### src/sv/xlc_pkg.sv
// ----------------------------------------------------------------------------
// xlc_pkg
// shared types and constants of the xoodoo linear and chi layer core
// ----------------------------------------------------------------------------
package xlc_pkg;

  // geometry of the state
  localparam int unsigned NumCols   = 4;
  localparam int unsigned NumPlanes = 3;
  localparam int unsigned NumLanes  = NumCols * NumPlanes;

  // width of a lane field on the ports
  localparam int unsigned FieldBits = 32;

  // default lane width inside the datapath
  localparam int unsigned DefaultLaneBits = 32;

  // rotation amounts
  localparam int unsigned RhoeRotP1  = 1;
  localparam int unsigned RhoeRotP2  = 8;
  localparam int unsigned RhoeShiftP2 = 2;
  localparam int unsigned ThetaRotA  = 5;
  localparam int unsigned ThetaRotB  = 14;
  localparam int unsigned RhowRotP2  = 11;
  localparam int unsigned RhowShiftP1 = 1;

  // configuration port
  localparam int unsigned DataBits = 32;
  localparam int unsigned AddrBits = 3;

  // register indexes
  localparam logic [AddrBits-3:0] RegOperation = '0;

  // operation codes; the unused code behaves as linear then chi
  typedef enum logic [1:0] {
    OP_LINEAR = 2'd0,
    OP_CHI    = 2'd1,
    OP_BOTH   = 2'd2
  } op_e;

  // per word control that travels down the pipeline
  typedef struct packed {
    logic lambda_en;
    logic chi_en;
  } ctrl_t;

  typedef struct packed {
    logic [FieldBits-1:0] in_p0_x0;
    logic [FieldBits-1:0] in_p0_x1;
    logic [FieldBits-1:0] in_p0_x2;
    logic [FieldBits-1:0] in_p0_x3;
    logic [FieldBits-1:0] in_p1_x0;
    logic [FieldBits-1:0] in_p1_x1;
    logic [FieldBits-1:0] in_p1_x2;
    logic [FieldBits-1:0] in_p1_x3;
    logic [FieldBits-1:0] in_p2_x0;
    logic [FieldBits-1:0] in_p2_x1;
    logic [FieldBits-1:0] in_p2_x2;
    logic [FieldBits-1:0] in_p2_x3;
  } in_word_t;

  typedef struct packed {
    logic [FieldBits-1:0] out_p0_x0;
    logic [FieldBits-1:0] out_p0_x1;
    logic [FieldBits-1:0] out_p0_x2;
    logic [FieldBits-1:0] out_p0_x3;
    logic [FieldBits-1:0] out_p1_x0;
    logic [FieldBits-1:0] out_p1_x1;
    logic [FieldBits-1:0] out_p1_x2;
    logic [FieldBits-1:0] out_p1_x3;
    logic [FieldBits-1:0] out_p2_x0;
    logic [FieldBits-1:0] out_p2_x1;
    logic [FieldBits-1:0] out_p2_x2;
    logic [FieldBits-1:0] out_p2_x3;
  } out_word_t;

endpackage

### src/sv/xlc_rhoe_stage.sv
// ----------------------------------------------------------------------------
// xlc_rhoe_stage
// first pipeline stage: rhoE shifts and column parity
// ----------------------------------------------------------------------------
module xlc_rhoe_stage #(
  parameter int unsigned LaneBits = xlc_pkg::DefaultLaneBits
) (
  input  logic                                           clk_i,
  input  logic                                           rst_ni,
  input  logic                                           valid_i,
  output logic                                           ready_o,
  input  xlc_pkg::ctrl_t                                 ctrl_i,
  input  logic [xlc_pkg::NumLanes-1:0][LaneBits-1:0]     lanes_i,
  output logic                                           valid_o,
  input  logic                                           ready_i,
  output xlc_pkg::ctrl_t                                 ctrl_o,
  output logic [xlc_pkg::NumLanes-1:0][LaneBits-1:0]     lanes_o,
  output logic [xlc_pkg::NumCols-1:0][LaneBits-1:0]      parity_o
);
  import xlc_pkg::*;

  localparam int unsigned RotP1 = RhoeRotP1 % LaneBits;
  localparam int unsigned RotP2 = RhoeRotP2 % LaneBits;

  function automatic logic [LaneBits-1:0] rotl(input logic [LaneBits-1:0] v,
                                               input int unsigned r);
    logic [2*LaneBits-1:0] w;
    w = {v, v} << r;
    return w[2*LaneBits-1 -: LaneBits];
  endfunction

  logic [NumLanes-1:0][LaneBits-1:0] lanes_d, lanes_q;
  logic [NumCols-1:0][LaneBits-1:0]  parity_d, parity_q;
  ctrl_t                             ctrl_q;
  logic                              valid_q;

  for (genvar x = 0; x < NumCols; x++) begin : g_col
    localparam int unsigned SrcX = (x + NumCols - RhoeShiftP2) % NumCols;
    always_comb begin
      lanes_d[x] = lanes_i[x];
      if (ctrl_i.lambda_en) begin
        lanes_d[NumCols + x]   = rotl(lanes_i[NumCols + x], RotP1);
        lanes_d[2*NumCols + x] = rotl(lanes_i[2*NumCols + SrcX], RotP2);
      end else begin
        lanes_d[NumCols + x]   = lanes_i[NumCols + x];
        lanes_d[2*NumCols + x] = lanes_i[2*NumCols + x];
      end
      parity_d[x] = lanes_d[x] ^ lanes_d[NumCols + x] ^ lanes_d[2*NumCols + x];
    end
  end

  assign ready_o = !valid_q || ready_i;

  always_ff @(posedge clk_i or negedge rst_ni) begin
    if (!rst_ni) begin
      valid_q <= 1'b0;
    end else if (ready_o) begin
      valid_q <= valid_i;
    end
  end

  always_ff @(posedge clk_i) begin
    if (valid_i && ready_o) begin
      lanes_q  <= lanes_d;
      parity_q <= parity_d;
      ctrl_q   <= ctrl_i;
    end
  end

  assign valid_o  = valid_q;
  assign ctrl_o   = ctrl_q;
  assign lanes_o  = lanes_q;
  assign parity_o = parity_q;

endmodule

### src/sv/xlc_theta_stage.sv
// ----------------------------------------------------------------------------
// xlc_theta_stage
// second pipeline stage: theta column mixing and rhoW shifts
// ----------------------------------------------------------------------------
module xlc_theta_stage #(
  parameter int unsigned LaneBits = xlc_pkg::DefaultLaneBits
) (
  input  logic                                           clk_i,
  input  logic                                           rst_ni,
  input  logic                                           valid_i,
  output logic                                           ready_o,
  input  xlc_pkg::ctrl_t                                 ctrl_i,
  input  logic [xlc_pkg::NumLanes-1:0][LaneBits-1:0]     lanes_i,
  input  logic [xlc_pkg::NumCols-1:0][LaneBits-1:0]      parity_i,
  output logic                                           valid_o,
  input  logic                                           ready_i,
  output xlc_pkg::ctrl_t                                 ctrl_o,
  output logic [xlc_pkg::NumLanes-1:0][LaneBits-1:0]     lanes_o
);
  import xlc_pkg::*;

  localparam int unsigned RotA  = ThetaRotA % LaneBits;
  localparam int unsigned RotB  = ThetaRotB % LaneBits;
  localparam int unsigned RotW2 = RhowRotP2 % LaneBits;

  function automatic logic [LaneBits-1:0] rotl(input logic [LaneBits-1:0] v,
                                               input int unsigned r);
    logic [2*LaneBits-1:0] w;
    w = {v, v} << r;
    return w[2*LaneBits-1 -: LaneBits];
  endfunction

  logic [NumCols-1:0][LaneBits-1:0]  effect;
  logic [NumLanes-1:0][LaneBits-1:0] mixed;
  logic [NumLanes-1:0][LaneBits-1:0] lanes_d, lanes_q;
  ctrl_t                             ctrl_q;
  logic                              valid_q;

  // theta: each column takes the folded parity of its left neighbor
  for (genvar x = 0; x < NumCols; x++) begin : g_theta
    localparam int unsigned PrevX = (x + NumCols - 1) % NumCols;
    assign effect[x] = rotl(parity_i[PrevX], RotA) ^ rotl(parity_i[PrevX], RotB);
    for (genvar y = 0; y < NumPlanes; y++) begin : g_plane
      assign mixed[y*NumCols + x] = lanes_i[y*NumCols + x] ^ effect[x];
    end
  end

  // rhoW
  for (genvar x = 0; x < NumCols; x++) begin : g_rhow
    localparam int unsigned SrcX = (x + NumCols - RhowShiftP1) % NumCols;
    always_comb begin
      if (ctrl_i.lambda_en) begin
        lanes_d[x]             = mixed[x];
        lanes_d[NumCols + x]   = mixed[NumCols + SrcX];
        lanes_d[2*NumCols + x] = rotl(mixed[2*NumCols + x], RotW2);
      end else begin
        lanes_d[x]             = lanes_i[x];
        lanes_d[NumCols + x]   = lanes_i[NumCols + x];
        lanes_d[2*NumCols + x] = lanes_i[2*NumCols + x];
      end
    end
  end

  assign ready_o = !valid_q || ready_i;

  always_ff @(posedge clk_i or negedge rst_ni) begin
    if (!rst_ni) begin
      valid_q <= 1'b0;
    end else if (ready_o) begin
      valid_q <= valid_i;
    end
  end

  always_ff @(posedge clk_i) begin
    if (valid_i && ready_o) begin
      lanes_q <= lanes_d;
      ctrl_q  <= ctrl_i;
    end
  end

  assign valid_o = valid_q;
  assign ctrl_o  = ctrl_q;
  assign lanes_o = lanes_q;

endmodule

### src/sv/xlc_chi_stage.sv
// ----------------------------------------------------------------------------
// xlc_chi_stage
// last pipeline stage: chi per column, output register
// ----------------------------------------------------------------------------
module xlc_chi_stage #(
  parameter int unsigned LaneBits = xlc_pkg::DefaultLaneBits
) (
  input  logic                                           clk_i,
  input  logic                                           rst_ni,
  input  logic                                           valid_i,
  output logic                                           ready_o,
  input  xlc_pkg::ctrl_t                                 ctrl_i,
  input  logic [xlc_pkg::NumLanes-1:0][LaneBits-1:0]     lanes_i,
  output logic                                           valid_o,
  input  logic                                           ready_i,
  output logic [xlc_pkg::NumLanes-1:0][LaneBits-1:0]     lanes_o
);
  import xlc_pkg::*;

  logic [NumLanes-1:0][LaneBits-1:0] lanes_d, lanes_q;
  logic                              valid_q;

  for (genvar x = 0; x < NumCols; x++) begin : g_col
    for (genvar y = 0; y < NumPlanes; y++) begin : g_plane
      localparam int unsigned Y1 = (y + 1) % NumPlanes;
      localparam int unsigned Y2 = (y + 2) % NumPlanes;
      always_comb begin
        if (ctrl_i.chi_en) begin
          lanes_d[y*NumCols + x] = lanes_i[y*NumCols + x]
                                 ^ (~lanes_i[Y1*NumCols + x] & lanes_i[Y2*NumCols + x]);
        end else begin
          lanes_d[y*NumCols + x] = lanes_i[y*NumCols + x];
        end
      end
    end
  end

  assign ready_o = !valid_q || ready_i;

  always_ff @(posedge clk_i or negedge rst_ni) begin
    if (!rst_ni) begin
      valid_q <= 1'b0;
    end else if (ready_o) begin
      valid_q <= valid_i;
    end
  end

  always_ff @(posedge clk_i) begin
    if (valid_i && ready_o) begin
      lanes_q <= lanes_d;
    end
  end

  assign valid_o = valid_q;
  assign lanes_o = lanes_q;

endmodule

### src/sv/xoodoo_linear_and_chi_layer_core.sv
// ----------------------------------------------------------------------------
// xoodoo_linear_and_chi_layer_core
// xoodoo round layers (lambda, chi, or both) on a 384-bit state, pipelined
// ----------------------------------------------------------------------------
//
//   channel   direction  handshake                 word
//   --------  ---------  ------------------------  ----------------------------
//   input     in         in_valid_i / in_ready_o   in_word_i, twelve lanes
//   output    out        out_valid_o / out_ready_i out_word_o, twelve lanes
//   config    in         apb psel/penable/pready   operation register
//
// three register stages (rhoE + parity, theta + rhoW, chi); one word enters
// every cycle unless the pipe is stalled; an accepted word passes the rhoE,
// theta and chi registers in order, is then on the output and leaves with out_ready_i
// each stage holds its word while the next one is stalled, so a full pipe
// keeps three words and nothing is dropped or repeated
// reset clears only the valid bits and the operation register (to linear)
// the operation is sampled with each word and travels with it
//
module xoodoo_linear_and_chi_layer_core #(
  parameter int unsigned LaneBits = xlc_pkg::DefaultLaneBits
) (
  input  logic                             clk_i,
  input  logic                             rst_ni,
  // input words
  input  logic                             in_valid_i,
  output logic                             in_ready_o,
  input  xlc_pkg::in_word_t                in_word_i,
  // result words
  output logic                             out_valid_o,
  input  logic                             out_ready_i,
  output xlc_pkg::out_word_t               out_word_o,
  // configuration port
  input  logic                             psel,
  input  logic                             penable,
  input  logic                             pwrite,
  input  logic [xlc_pkg::AddrBits-1:0]     paddr,
  input  logic [xlc_pkg::DataBits-1:0]     pwdata,
  output logic [xlc_pkg::DataBits-1:0]     prdata,
  output logic                             pready
);
  import xlc_pkg::*;

  // operation register
  logic [1:0] op_d, op_q;
  logic       reg_hit;
  logic       cfg_write;

  assign pready    = 1'b1;
  assign reg_hit   = (paddr[AddrBits-1:2] == RegOperation);
  assign cfg_write = psel && penable && pwrite && pready;

  always_comb begin
    op_d = op_q;
    if (cfg_write && reg_hit) begin
      op_d = pwdata[1:0];
    end
  end

  always_ff @(posedge clk_i or negedge rst_ni) begin
    if (!rst_ni) begin
      op_q <= OP_LINEAR;
    end else begin
      op_q <= op_d;
    end
  end

  // reads return the register, anything else reads as zero
  assign prdata = reg_hit ? {{(DataBits-2){1'b0}}, op_q} : '0;

  // decode: lambda unless chi only, chi unless linear only
  ctrl_t in_ctrl;
  assign in_ctrl.lambda_en = (op_q != OP_CHI);
  assign in_ctrl.chi_en    = (op_q != OP_LINEAR);

  // unpack the input word into lanes indexed plane * 4 + column
  logic [NumLanes-1:0][FieldBits-1:0] in_fields;
  logic [NumLanes-1:0][LaneBits-1:0]  in_lanes;
  logic [NumLanes-1:0][FieldBits-1:0] out_fields;
  logic [NumLanes-1:0][LaneBits-1:0]  out_lanes;

  assign in_fields[0]  = in_word_i.in_p0_x0;
  assign in_fields[1]  = in_word_i.in_p0_x1;
  assign in_fields[2]  = in_word_i.in_p0_x2;
  assign in_fields[3]  = in_word_i.in_p0_x3;
  assign in_fields[4]  = in_word_i.in_p1_x0;
  assign in_fields[5]  = in_word_i.in_p1_x1;
  assign in_fields[6]  = in_word_i.in_p1_x2;
  assign in_fields[7]  = in_word_i.in_p1_x3;
  assign in_fields[8]  = in_word_i.in_p2_x0;
  assign in_fields[9]  = in_word_i.in_p2_x1;
  assign in_fields[10] = in_word_i.in_p2_x2;
  assign in_fields[11] = in_word_i.in_p2_x3;

  // narrow lanes drop the upper field bits, wide lanes zero-extend;
  // on the way out the reverse
  for (genvar i = 0; i < NumLanes; i++) begin : g_lane_io
    if (LaneBits < FieldBits) begin : g_narrow
      assign in_lanes[i]   = in_fields[i][LaneBits-1:0];
      assign out_fields[i] = {{(FieldBits-LaneBits){1'b0}}, out_lanes[i]};
    end else if (LaneBits == FieldBits) begin : g_equal
      assign in_lanes[i]   = in_fields[i];
      assign out_fields[i] = out_lanes[i];
    end else begin : g_wide
      assign in_lanes[i]   = {{(LaneBits-FieldBits){1'b0}}, in_fields[i]};
      assign out_fields[i] = out_lanes[i][FieldBits-1:0];
    end
  end

  assign out_word_o.out_p0_x0 = out_fields[0];
  assign out_word_o.out_p0_x1 = out_fields[1];
  assign out_word_o.out_p0_x2 = out_fields[2];
  assign out_word_o.out_p0_x3 = out_fields[3];
  assign out_word_o.out_p1_x0 = out_fields[4];
  assign out_word_o.out_p1_x1 = out_fields[5];
  assign out_word_o.out_p1_x2 = out_fields[6];
  assign out_word_o.out_p1_x3 = out_fields[7];
  assign out_word_o.out_p2_x0 = out_fields[8];
  assign out_word_o.out_p2_x1 = out_fields[9];
  assign out_word_o.out_p2_x2 = out_fields[10];
  assign out_word_o.out_p2_x3 = out_fields[11];

  // stage 1 -> stage 2
  logic                              s1_valid, s1_ready;
  ctrl_t                             s1_ctrl;
  logic [NumLanes-1:0][LaneBits-1:0] s1_lanes;
  logic [NumCols-1:0][LaneBits-1:0]  s1_parity;

  // stage 2 -> stage 3
  logic                              s2_valid, s2_ready;
  ctrl_t                             s2_ctrl;
  logic [NumLanes-1:0][LaneBits-1:0] s2_lanes;

  xlc_rhoe_stage #(
    .LaneBits (LaneBits)
  ) u_rhoe (
    .clk_i    (clk_i),
    .rst_ni   (rst_ni),
    .valid_i  (in_valid_i),
    .ready_o  (in_ready_o),
    .ctrl_i   (in_ctrl),
    .lanes_i  (in_lanes),
    .valid_o  (s1_valid),
    .ready_i  (s1_ready),
    .ctrl_o   (s1_ctrl),
    .lanes_o  (s1_lanes),
    .parity_o (s1_parity)
  );

  xlc_theta_stage #(
    .LaneBits (LaneBits)
  ) u_theta (
    .clk_i    (clk_i),
    .rst_ni   (rst_ni),
    .valid_i  (s1_valid),
    .ready_o  (s1_ready),
    .ctrl_i   (s1_ctrl),
    .lanes_i  (s1_lanes),
    .parity_i (s1_parity),
    .valid_o  (s2_valid),
    .ready_i  (s2_ready),
    .ctrl_o   (s2_ctrl),
    .lanes_o  (s2_lanes)
  );

  xlc_chi_stage #(
    .LaneBits (LaneBits)
  ) u_chi (
    .clk_i   (clk_i),
    .rst_ni  (rst_ni),
    .valid_i (s2_valid),
    .ready_o (s2_ready),
    .ctrl_i  (s2_ctrl),
    .lanes_i (s2_lanes),
    .valid_o (out_valid_o),
    .ready_i (out_ready_i),
    .lanes_o (out_lanes)
  );

endmodule
### config.mk
export PLATFORM = sky130hd
export DESIGN_NAME = xoodoo_linear_and_chi_layer_core
export DESIGN_NICKNAME = d
export VERILOG_FILES = /design/src/sv/xlc_pkg.sv /design/src/sv/xlc_rhoe_stage.sv /design/src/sv/xlc_theta_stage.sv /design/src/sv/xlc_chi_stage.sv /design/src/sv/xoodoo_linear_and_chi_layer_core.sv
export SDC_FILE = /design/constraint.sdc
export NUM_CORES = 2
export LEC_CHECK = 0
export BUFFER_PORTS_ARGS = -buffer_cell sky130_fd_sc_hd__buf_2
export CAP_MARGIN = 0
export CELL_PAD_IN_SITES_DETAIL_PLACEMENT = 1
export CELL_PAD_IN_SITES_GLOBAL_PLACEMENT = 1
export CORE_UTILIZATION = 50
export DETAILED_ROUTE_END_ITERATION = 7
export PLACE_DENSITY = 0.92
export SLEW_MARGIN = 0
export SYNTH_ARGS = -nofsm -noshare
export SYNTH_HDL_FRONTEND = slang
export SYNTH_SLANG_ARGS = --single-unit
### constraint.sdc
create_clock -name clk_i -period 41.6 [get_ports clk_i]
set_input_delay 2.08 -clock clk_i [delete_from_list [all_inputs] [get_ports clk_i]]
set_output_delay 2.08 -clock clk_i [all_outputs]
set_load 0.005 [all_outputs]
==> impl_metrics.json <==
{
  "hold_class": "reg -> reg",
  "cts_buffers": 141,
  "p_leak_uw": 0.0276,
  "synth_cells": 4153,
  "min_path_cells": 0,
  "die_h_um": 352,
  "grt_pass1_wl_um": 336000,
  "worst-r2r-cell-count": 5,
  "final_hold_viol_count": 0,
  "io_buffers": 781,
  "grt_max_degree": 196,
  "synth_area_leaders": "edfxtp_1 (63%), xor2_1 (13%), mux2_2 (9.4%), xnor2_1 (5.5%), nand2_1 (2.3%)",
  "synth_ff_type": "edfxtp_1",
  "timing.fmax_ghz": 0.182,
  "wl_per_cell_um": 37.2,
  "cts-root-buf": "clkbuf_16",
  "synth_top_area_share_pct": 62.8,
  "slew_viol_final": 0,
  "final_layout_size_suffix_gt1_share_pct": 29.9,
  "fin_crit_sh_pct": 13.2,
  "netlist_area_um2": 61400,
  "cp_max_fo": 165,
  "grt.total_usage_pct": 40.2,
  "remaining_drc_errors": 0,
  "fin_ws_ps": 36100,
  "area_growth_pct": 16.4,
  "worst_slew_pin_slew_ps": 1470,
  "cpMostUsedCell": "buf_4",
  "drt_iter0_markers": 5742,
  "status": "finished clean",
  "async_flop_share_pct": 0.388,
  "irDropWorstVdd_mv": 0.0476,
  "cp-endpoint": "u_rhoe.lanes_o[12]$_DFFE_PP_",
  "utilization_pct": 58.7,
  "dr_wl_met2_um": 113000,
  "critical_path_class": "in -> reg",
  "vias": 41015,
  "required_ps": 42030,
  "cp-startpoint": "out_ready_i",
  "grt_antenna_before_repair": 188,
  "reg2reg_slack_ps": 37060,
  "setup_viol_count_final": 0,
  "cts_tree": "done",
  "vias_per_cell": 6.00,
  "coreArea_um2": 122000,
  "slowest_delay_ps": 1050,
  "dieArea_um2": 124000,
  "p_per_area_nw_per_um2": 59.5,
  "cp.arrival_ps": 5920,
  "worstReg2RegStart": "u_theta.valid_o$_DFFE_PN0P_",
  "startpoint_type": "primary input",
  "rsz0062_at_grt": "false",
  "endpoint_kind": "flop",
  "dp_slack_ps": 35210,
  "ys_types": 19,
  "hpwl_um": 197000,
  "slew_headroom_pct": 1.36,
  "drv_cap": 0,
  "p_total_uw": 4250,
  "highest_layer": "met5",
  "postCtsSetupBuffers": 0,
  "insertion_delay_ps": 830,
  "met1_length_um": 88700,
  "pin_count": 845,
  "crit_chain": "buf_2 > nand4b_1 > and2_4 > buf_4 > buf_12 > buf_4",
  "antenna_left": 0,
  "htree_levels": 4,
  "finalNonFillerCells": 6840,
  "synth-edff-count": 1283,
  "row_count": 128,
  "path_clk_slew_ps": 60,
  "ys_seq_elements": 1288,
  "syn_avg_cell_area_um2": 14.8,
  "met3_length_um": 31300,
  "cp_slowest_cell": "buf_4",
  "ctsHoldBuffers": 0,
  "final_cell_mix": "edfxtp_1 (1283), xor2_1 (895), buf_2 (781)",
  "finalSetupTns_ps": 0,
  "die_x_um": 352,
  "post_cts_resize_count": 0,
  "grt_pass1_vias": 40501,
  "dp.cells": 6456,
  "fin_nets": 5400,
  "clock_skew_ps": 33.5,
  "final_common_cell": "edfxtp_1",
  "period_needed_ps": 5500,
  "synth_top_area_cell": "edfxtp_1",
  "ys_warn_count": 0,
  "grt_overflow": 0,
  "clkSinkCount": 1288,
  "yosysSeqAreaShare_pct": 63.0,
  "firstDrtPassIters": 5,
  "start_util_pct": 50.4,
  "timing.rr.end": "u_rhoe.lanes_o[12]$_DFFE_PP_",
  "max-clock-path-buffers": 3,
  "routabilityCongestion": 1.01,
  "wirelength_um": 255000
}
kinds of logic after synthesis:
family | Yosys count | synth area share, %
other | 2 | 0.0122
flip-flops | 1288 | 63.0
AND/OR/NAND/NOR | 781 | 5.64
multiplexers | 642 | 11.5
XOR/XNOR | 1280 | 18.3
buffers and inverters | 160 | 1.55
power by group:
| part | switching (uW) | internal [uW] | total [uW] | leakage [uW] |
|---|---|---|---|---|
| Sequential | 169 | 1750 | 1920 | 0.0124 |
| Combinational | 725 | 382 | 1110 | 0.0131 |
| Clock | 547 | 676 | 1220 | 0.00212 |
| Total | 1440 | 2810 | 4250 | 0.0276 |
Yosys cell counts, drive strengths merged, types with 3 or more instances:
| master | number |
|---|---|
| dfrtp | 5 |
| clkbuf | 8 |
| xnor2 | 385 |
| buf | 152 |
| mux2 | 514 |
| xor2 | 895 |
| nand3b | 130 |
| nand2b | 5 |
| nand2 | 383 |
| and2 | 3 |
| edfxtp | 1283 |
| mux2i | 128 |
| nor2 | 255 |
stage by stage:
stage                     instance area, um2  hold WS (ps)
after CTS                              71100           417
after global placement                 66700           400
final                                  71400           420
after detailed placement               66700           406
after global routing                   71300           423
after floorplan                        61500           400
how the worst min path moves through the flow:
stage,startpoint,end,slack (ps)
6_report,u_rhoe.ctrl_o[0]$_DFFE_PP_,u_theta.ctrl_o[0]$_DFFE_PP_,420
2_1_floorplan,u_rhoe.ctrl_o[0]$_DFFE_PP_,u_theta.ctrl_o[0]$_DFFE_PP_,400
4_1_cts,u_rhoe.ctrl_o[0]$_DFFE_PP_,u_theta.ctrl_o[0]$_DFFE_PP_,420
5_1_grt,u_rhoe.ctrl_o[0]$_DFFE_PP_,u_theta.ctrl_o[0]$_DFFE_PP_,420
3_3_place_gp,u_rhoe.ctrl_o[0]$_DFFE_PP_,u_theta.ctrl_o[0]$_DFFE_PP_,400
3_5_place_dp,u_rhoe.ctrl_o[0]$_DFFE_PP_,u_theta.ctrl_o[0]$_DFFE_PP_,410
critical path: cells and delay by family:
| family | cells | cell delay, ps |
|---|---|---|
| buffers and inverters | 4 | 2690 |
| AND/OR/NAND/NOR | 2 | 980 |
area by class of cell:
type / count / area, um2
timing repair buffer: 809 / 4190
sequential: 1288 / 38700
clock inverter: 76 / 648
antenna: 132 / 330
tap: 1625 / 2030
multi-input combinational: 2734 / 21900
clock buffer: 176 / 3690
fill: 11801 / 50300
sequential cells by signal, indices dropped and copies added, names as in the netlist:
name / flops
u_rhoe.parity_o: 128
u_rhoe.lanes_o: 384
u_rhoe.ctrl_o: 2
u_chi.lanes_o: 384
u_chi.valid_o: 1
u_theta.ctrl_o: 1
u_rhoe.valid_o: 1
u_theta.valid_o: 1
op_q: 2
u_theta.lanes_o: 384
per-layer routing:
layer	track usage (%)	up-vias
met5	0	-
met4	27.8	126
met3	13.1	887
met2	60.9	3048
met1	48.7	20587
li1	-	16367
(Power assumes the default switching activity.)
